$ cat src/rtl/core/olir_pkg.sv
// Shared types and codes for the ordered list block.
// Holds operation and status codes, transfer structs and the cell command bus.
// No dependencies.
package olir_pkg;

   // Default sizes handed to the top level parameters.
   localparam int DEFAULT_DEPTH = 64;
   localparam int DEFAULT_WIDTH = 32;

   // Position width on the cell command bus; covers counts up to 1024.
   localparam int POS_W = 11;

   // Operation codes.
   localparam logic [1:0] KIND_APPEND  = 2'd0;
   localparam logic [1:0] KIND_INSERT  = 2'd1;
   localparam logic [1:0] KIND_REMOVE  = 2'd2;
   localparam logic [1:0] KIND_REPLACE = 2'd3;

   // Status codes.
   localparam logic [1:0] ST_OK    = 2'd0;
   localparam logic [1:0] ST_RANGE = 2'd1;
   localparam logic [1:0] ST_FULL  = 2'd2;

   // One request transfer.
   typedef struct packed {
      logic [1:0]         kind;
      logic [5:0]         index;
      logic signed [31:0] value;
   } req_type;

   // One response transfer.
   typedef struct packed {
      logic [1:0]         status;
      logic [6:0]         count;
      logic signed [31:0] element;
   } rsp_type;

   // Command broadcast to every cell in the row.
   typedef struct packed {
      logic             upd;     // operation is accepted and legal
      logic [1:0]       kind;
      logic [POS_W-1:0] target;  // index, or the count for append
   } cmd_type;

endpackage

$ cat src/rtl/core/olir_cell.sv
// One storage cell of the ordered list row.
// Depends on olir_pkg for the command bus type and operation codes.
// Holds one word and takes it from the command, its left or its right neighbor.
module olir_cell #(
   parameter int WIDTH = olir_pkg::DEFAULT_WIDTH,
   parameter int POS   = 0
) (
   input  logic                 clock,
   input  olir_pkg::cmd_type    cmd,
   input  logic [WIDTH-1:0]     value,
   input  logic [WIDTH-1:0]     left_word,
   input  logic [WIDTH-1:0]     right_word,
   output logic [WIDTH-1:0]     word,
   output logic [WIDTH-1:0]     tap
);

   localparam logic [olir_pkg::POS_W-1:0] MY_POS = olir_pkg::POS_W'(POS);

   logic [WIDTH-1:0] word_ff;
   logic [WIDTH-1:0] word_in;
   logic             hit;
   logic             above;

   assign hit   = (cmd.target == MY_POS);
   assign above = (MY_POS > cmd.target);

   // Next word: load at the target, shift up above it on insert, down from it on remove.
   always_comb begin
      word_in = word_ff;
      if (cmd.upd) begin
         case (cmd.kind)
            olir_pkg::KIND_APPEND,
            olir_pkg::KIND_REPLACE: begin
               if (hit) word_in = value;
            end
            olir_pkg::KIND_INSERT: begin
               if (hit) word_in = value;
               else if (above) word_in = left_word;
            end
            olir_pkg::KIND_REMOVE: begin
               if (hit || above) word_in = right_word;
            end
            default: begin
               word_in = word_ff;
            end
         endcase
      end
   end

   // Payload register; no reset needed.
   always_ff @(posedge clock) begin
      word_ff <= word_in;
   end

   assign word = word_ff;

   // Word offered to the read-out tree only when this cell is the target.
   assign tap = hit ? word_ff : '0;

endmodule

$ cat config.mk
export PLATFORM = sky130hd
export DESIGN_NAME = olir_cell
export DESIGN_NICKNAME = d
export VERILOG_FILES = /design/src/rtl/core/olir_pkg.sv /design/src/rtl/core/olir_cell.sv
export SDC_FILE = /design/constraint.sdc
export NUM_CORES = 1
export LEC_CHECK = 0
export BUFFER_PORTS_ARGS = -buffer_cell sky130_fd_sc_hd__buf_2
export CELL_PAD_IN_SITES_DETAIL_PLACEMENT = 0
export CELL_PAD_IN_SITES_GLOBAL_PLACEMENT = 1
export CORE_UTILIZATION = 24
export DETAILED_ROUTE_END_ITERATION = 12
export HOLD_SLACK_MARGIN = 0.02
export PLACE_DENSITY = 0.75
export SYNTH_ARGS = -nofsm -noshare
export SYNTH_HDL_FRONTEND = slang
export SYNTH_SLANG_ARGS = --single-unit
$ cat constraint.sdc
create_clock -name clock -period 2.6 [get_ports clock]
set_input_delay 0.78 -clock clock [delete_from_list [all_inputs] [get_ports clock]]
set_output_delay 0.78 -clock clock [all_outputs]
set_load 0.02 [all_outputs]
==> results of run 1 <==
[layout by cell type (no fill, tap or decap), drive strengths merged]
| master | instances |
|---|---|
| and3 | 1 |
| buf | 188 |
| ha | 2 |
| clkinvlp | 1 |
| nor3 | 2 |
| clkinv | 1 |
| nor2b | 1 |
| and2 | 32 |
| nor4 | 2 |
| inv | 3 |
| a311oi | 1 |
| edfxtp | 32 |
| and4 | 1 |
| o21a | 1 |
| a221o | 32 |
| a22o | 32 |
| clkbuf | 7 |
[report_power, final]
group,total [uW],switching (uW),internal [uW]
registers,648,21.6,627
clock network,376,186,190
logic,376,187,189
total,1400,394,1010
[cell families after synthesis]
| kind of cell | count (synthesis) | synth area share [%] |
|---|---|---|
| adders and majority gates | 2 | 1.233 |
| AOI/OAI and AO/OA | 66 | 31.38 |
| buffers and inverters | 21 | 6.226 |
| and+or+nand+nor | 39 | 13.81 |
| DFF | 32 | 47.35 |
[path summary, 6_finish.rpt]
kind,cells after the start,startpoint,slack (ns),to
max,6,cmd[4],-0.06,tap[23]
min,2,left_word[27],0.80,word[27]
[critical path: cells and delay by family]
family / cells / cell delay (ns)
and+or+nand+nor: 3 / 0.71
buffers and inverters: 3 / 0.38
[through the flow]
step	utilization [%]	total power [uW]	worst slack [ns]	instance area, um^2	TNS, ns
finish	42.27	1400	-0.06239	3473	-1.442
global route	42.27	1473	-0.1185	3473	-3.292
CTS	41.13	1415	-0.06954	3379	-1.602
detailed placement	37.66	1031	-0.1757	3094	-5.215
global placement	37.66	1030	-0.1578	3094	-4.958
floorplan	-	850.5	0.01983	2067	0
[metal layers]
metal / vias to the layer above / wire length [um] / GRT usage [%] / part of all wire [%]
met1: 972 / 2989 / 17.11 / 42
met3: 11 / 394 / 2.670 / 5.5
met4: 0 / 148 / 5.641 / 2.1
li1: 1022 / - / - / -
met2: 94 / 3615 / 25.91 / 51
met5: - / 0 / 0 / 0
[timing repair]
item,CTS,global route
resized for setup,61,15
cloned,0,2
pin swaps,2,5
setup endpoints to repair,32,32
buffers inserted,1,2
[area by class of cell]
type / count / area, um^2
multi-input combinational: 107 / 998.5
fill: 795 / 4743
sequential: 32 / 960.9
inverter: 3 / 11.26
timing repair buffer: 189 / 1282
tap: 105 / 131.4
clock inverter: 2 / 16.27
clock buffer: 6 / 72.57
==> impl_metrics.csv, run 1 <==
group,metric,value,unit
status,status,"complete, but fails checks",
status,violations,"negative setup slack",
synthesis,synth_common_cells,"a22o_1, and2_1, edfxtp_1, a221o_1, clkbuf_1",
global_routing,grt_pass1_wl,9818,um
global_routing,grt_max_degree,34,
die,start_util,24.70,%
finish,fin_cells,444,
sta,tightest_slew,0.6861,ns
setup_path,required,1.82,ns
setup_path,worst_path_largest_cell_delay,0.28,ns
synthesis,async_flop_share,0,%
sta,fmax,0.3756,GHz
setup_path,cp_slowest_cell,"and3_4",
die,die_area,0.008828,mm^2
synthesis,post-synth-top-area-cell,"edfxtp_1",
clocking,hold_buffers,0,
detailed_routing,wl,7147,um
sta,holdWs,0.7983,ns
synthesis,synth_nets,273,
sta,min_period,2.662,ns
detailed_routing,drt_iter0_drc,59,
die,core,0.008217,mm^2
job,max-cap-violations,0,
setup_path,crit_type,"primary input to output port",
sta,setup_viol,32,
pwr,p_leak,0.001567,uW
setup_path,cp-end-kind,"output port",
pwr,vdd_drop_max,0.1887,mV
global_routing,track_usage,14.53,%
synthesis,synth_area,0.002029,mm^2
global_routing,grt-ovfl-total,0,
setup_path,crit_fanout,17,
detailed_routing,drc,0,
setup_path,start_kind,"primary input",
finish,num-nets-final,451,
synthesis,yosysTopAreaCellShare,47.35,%
placement,hpwl,5233,um
detailed_routing,dr.pass1.iters,4,
synthesis,yosys_warnings,0,
pwr,pwr_density_cell,402.9,mW/mm^2
clocking,cts_root_buf,"clkbuf_8",
sta,fin_crit_sh,102.4,%
setup_path,path_cells,"buf_2 -> nor4_4 -> and3_4 -> buf_12 -> and2_2 -> buf_6",
clocking,cts_inserted_buffers,5,
clocking,clock_path_buffers,2,
placement,place_inst,431,
setup_path,worst-endpoint-arrival,1.88,ns
finish,syn_to_final_growth,71.15,%
die,pin_count,175,
clocking,clock-sinks,32,
die,die_h,93.96,um
synthesis,seq_area_frac_synth,47.35,%
hold_path,hold_path_class,"primary input to register",
detailed_routing,antenna_left,0,
synthesis,avgSynthCellArea,12.68,um^2
detailed_routing,num_vias,2099,
detailed_routing,wl_per_cell,16.10,um
global_routing,antenna_found_initial,0,
synthesis,synth-edff-count,32,
synthesis,synth_seq_cells,32,
finish,drive_gt1_share,69.32,%
sta,rsz0062_at_grt,"true",
global_routing,grt_pass1_vias,1957,
placement,gp_congestion,0.8117,
clocking,cts_htree_levels,2,
synthesis,ys.flop_type,"edfxtp_1",
finish,largest_reg_flops,32,
detailed_routing,via_per_inst,4.727,
die,rows,33,
die,dieWidth,93.96,um
finish,antenna_cells,0,
sta,maxSlewViolCount,0,
synthesis,synth.area.top_cells,"edfxtp_1, a221o_1, a22o_1",
placement,io_buffers,174,
sta,slew_headroom,54.26,%
sta,hold_viol,0,
clocking,cts.clk_slew.worst_paths,0.07,ns
clocking,cts_tree,"yes",
synthesis,synth.distinct_cells,19,
synthesis,netlist_instances,160,
sta,fin_ws,-0.06239,ns
Note: power is estimated with default switching activity, not from simulation.
==> inputs of run 2 (changes only) <==
--- a/config.mk
+++ b/config.mk
@@ -11,7 +11,7 @@
 export CORE_UTILIZATION = 24
 export DETAILED_ROUTE_END_ITERATION = 12
 export HOLD_SLACK_MARGIN = 0.02
-export PLACE_DENSITY = 0.75
+export PLACE_DENSITY = 0.8
 export SYNTH_ARGS = -nofsm -noshare
 export SYNTH_HDL_FRONTEND = slang
 export SYNTH_SLANG_ARGS = --single-unit
==> run 2 against run 1 <==
The run ends with design-rule violations, negative setup slack left. Die area is the same. Routed wire length is 4.6% lower. Worst setup slack improved by 0.012 ns. Critical path depth did not move. Critical path type unchanged. Largest power group unchanged.
==> impl_metrics.csv, run 2 (same netlist as run 1, synthesis figures left out) <==
group,metric,value,unit
die,dieWidth,93.96,um
sta,fin_crit_sh,101.9,%
die,rows,33,
setup_path,cp.buffers_inverters,3,
setup_path,critical_path.top_delay_family,"simple AND/OR/NAND/NOR gates",
sta,slew_headroom,30.32,%
sta,setup_viol,32,
global_routing,grt_pass1_vias,1997,
pwr,p_leak,0.001548,uW
hold_path,hold_path_class,"primary input to register",
placement,place_inst,434,
die,die_area,0.008828,mm^2
setup_path,crit_type,"primary input to output port",
die,pin_count,175,
global_routing,grt_max_degree,34,
sta,fin_setup_tns,-0.6923,ns
pwr,pwr_density_cell,430.8,mW/mm^2
placement,io_buffers,174,
global_routing,grt-ovfl-total,0,
finish,syn_to_final_growth,68.62,%
sta,rsz0062_at_grt,"true",
finish,fillers,816,
setup_path,cp_slowest_cell,"nor4_4",
clocking,clock-sinks,32,
detailed_routing,num_vias,2102,
sta,holdWs,0.7961,ns
clocking,cts_tree,"yes",
clocking,cts_inserted_buffers,5,
detailed_routing,via_per_inst,4.745,
global_routing,track_usage,14.28,%
finish,layout_commonest_cell,"buf_2",
finish,antenna_cells,0,
sta,fin_ws,-0.05010,ns
sta,min_period,2.650,ns
sta,maxSlewViolCount,0,
detailed_routing,antenna_left,0,
finish,num-nets-final,450,
finish,drive_gt1_share,68.64,%
placement,hpwl,4976,um
finish,mostFrequentLayoutCells,"buf_2, a22o_1, edfxtp_1",
pwr,vdd_drop_max,0.2083,mV
detailed_routing,drc,1,
detailed_routing,wl_per_cell,15.38,um
clocking,post_cts_buffers,0,
finish,largest_reg_flops,32,
detailed_routing,dr.pass1.iters,10,
finish,fin_cells,443,
clocking,cts_root_buf,"clkbuf_8",
placement,gp_congestion,0.7225,
setup_path,path_cells,"buf_2 -> nor4_4 -> and3_4 -> buf_12 -> and2_2 -> buf_4",
detailed_routing,wl,6815,um
clocking,cts_htree_levels,2,
setup_path,start_kind,"primary input",
setup_path,cp-end-kind,"output port",
global_routing,grt_pass1_wl,9708,um
die,core,0.008217,mm^2
sta,hold_viol,0,
die,start_util,24.70,%
setup_path,worst-endpoint-arrival,1.87,ns
setup_path,required,1.82,ns
sta,tightest_slew,1.045,ns
status,violations,"design-rule violations, negative setup slack",
sta,fmax,0.3773,GHz
job,max-cap-violations,0,
setup_path,crit_fanout,33,
setup_path,worst_path_largest_cell_delay,0.28,ns
global_routing,antenna_found_initial,0,
clocking,cts.clk_slew.worst_paths,0.07,ns
status,status,"complete, but fails checks",
detailed_routing,drt_iter0_drc,64,
placement,place_ws,-0.2090,ns
die,die_h,93.96,um
clocking,clock_path_buffers,2,
-- run 2: cell count changes in the layout (fill, tap and decap cells not counted), moves of 2 or more --
cell      previous run  this run
buf_6               35        30
buf_2              139       142
and2_4               9         0
buf_4                9        11
clkinv_1             0         2
and2_2              21        29
-- run 2: through the flow --
| stage | util (%) | total power, uW | instance area, um^2 |
|---|---|---|---|
| after CTS | 41.42 | 1489 | 3403 |
| after global placement | 37.78 | 1021 | 3104 |
| after floorplan | - | 850.5 | 2067 |
| after detailed placement | 37.78 | 1026 | 3104 |
| after global routing | 41.65 | 1544 | 3422 |
| final | 41.65 | 1474 | 3422 |
-- run 2: repair_timing --
action                                  4_1_cts  5_1_grt
endpoints found under the setup margin       32       43
pin swaps                                     1        1
gates resized for setup                      62        1
cloned                                        0        1
hold buffers                                  0        0
-- run 2: final cells by class --
| class | count | area (um^2) | share of cell area (%) |
|---|---|---|---|
| clock inverters | 3 | 37.54 | 1.097 |
| repair buffers | 187 | 1211 | 35.39 |
| multi-input cells | 108 | 1001 | 29.25 |
| inverters | 3 | 11.26 | 0.3291 |
| well taps | 105 | 131.4 | 3.839 |
| clock buffers | 5 | 68.82 | 2.011 |
| flip-flops and latches | 32 | 960.9 | 28.08 |
-- run 2: per-layer routing --
metal | up-vias | share of wire [%] | GRT usage, %
met1 | 981 | 45 | 17.43
met5 | - | 0 | 0
met3 | 2 | 6.1 | 2.508
li1 | 1024 | - | -
met4 | 0 | 0.38 | 4.103
met2 | 95 | 49 | 25.49
-- run 2: path summary, 6_finish.rpt --
check               startpoint      end  slack (ns)  depth (start not counted)
setup / recovery        cmd[7]  tap[16]       -0.05                          6
hold / removal    left_word[6]  word[6]        0.80                          2
-- run 2: report_power, final --
part	switching [uW]	total, uW	internal (uW)
Sequential	17.8	644	626
Combinational	186	373	187
Clock	178	457	279
Total	382	1470	1090
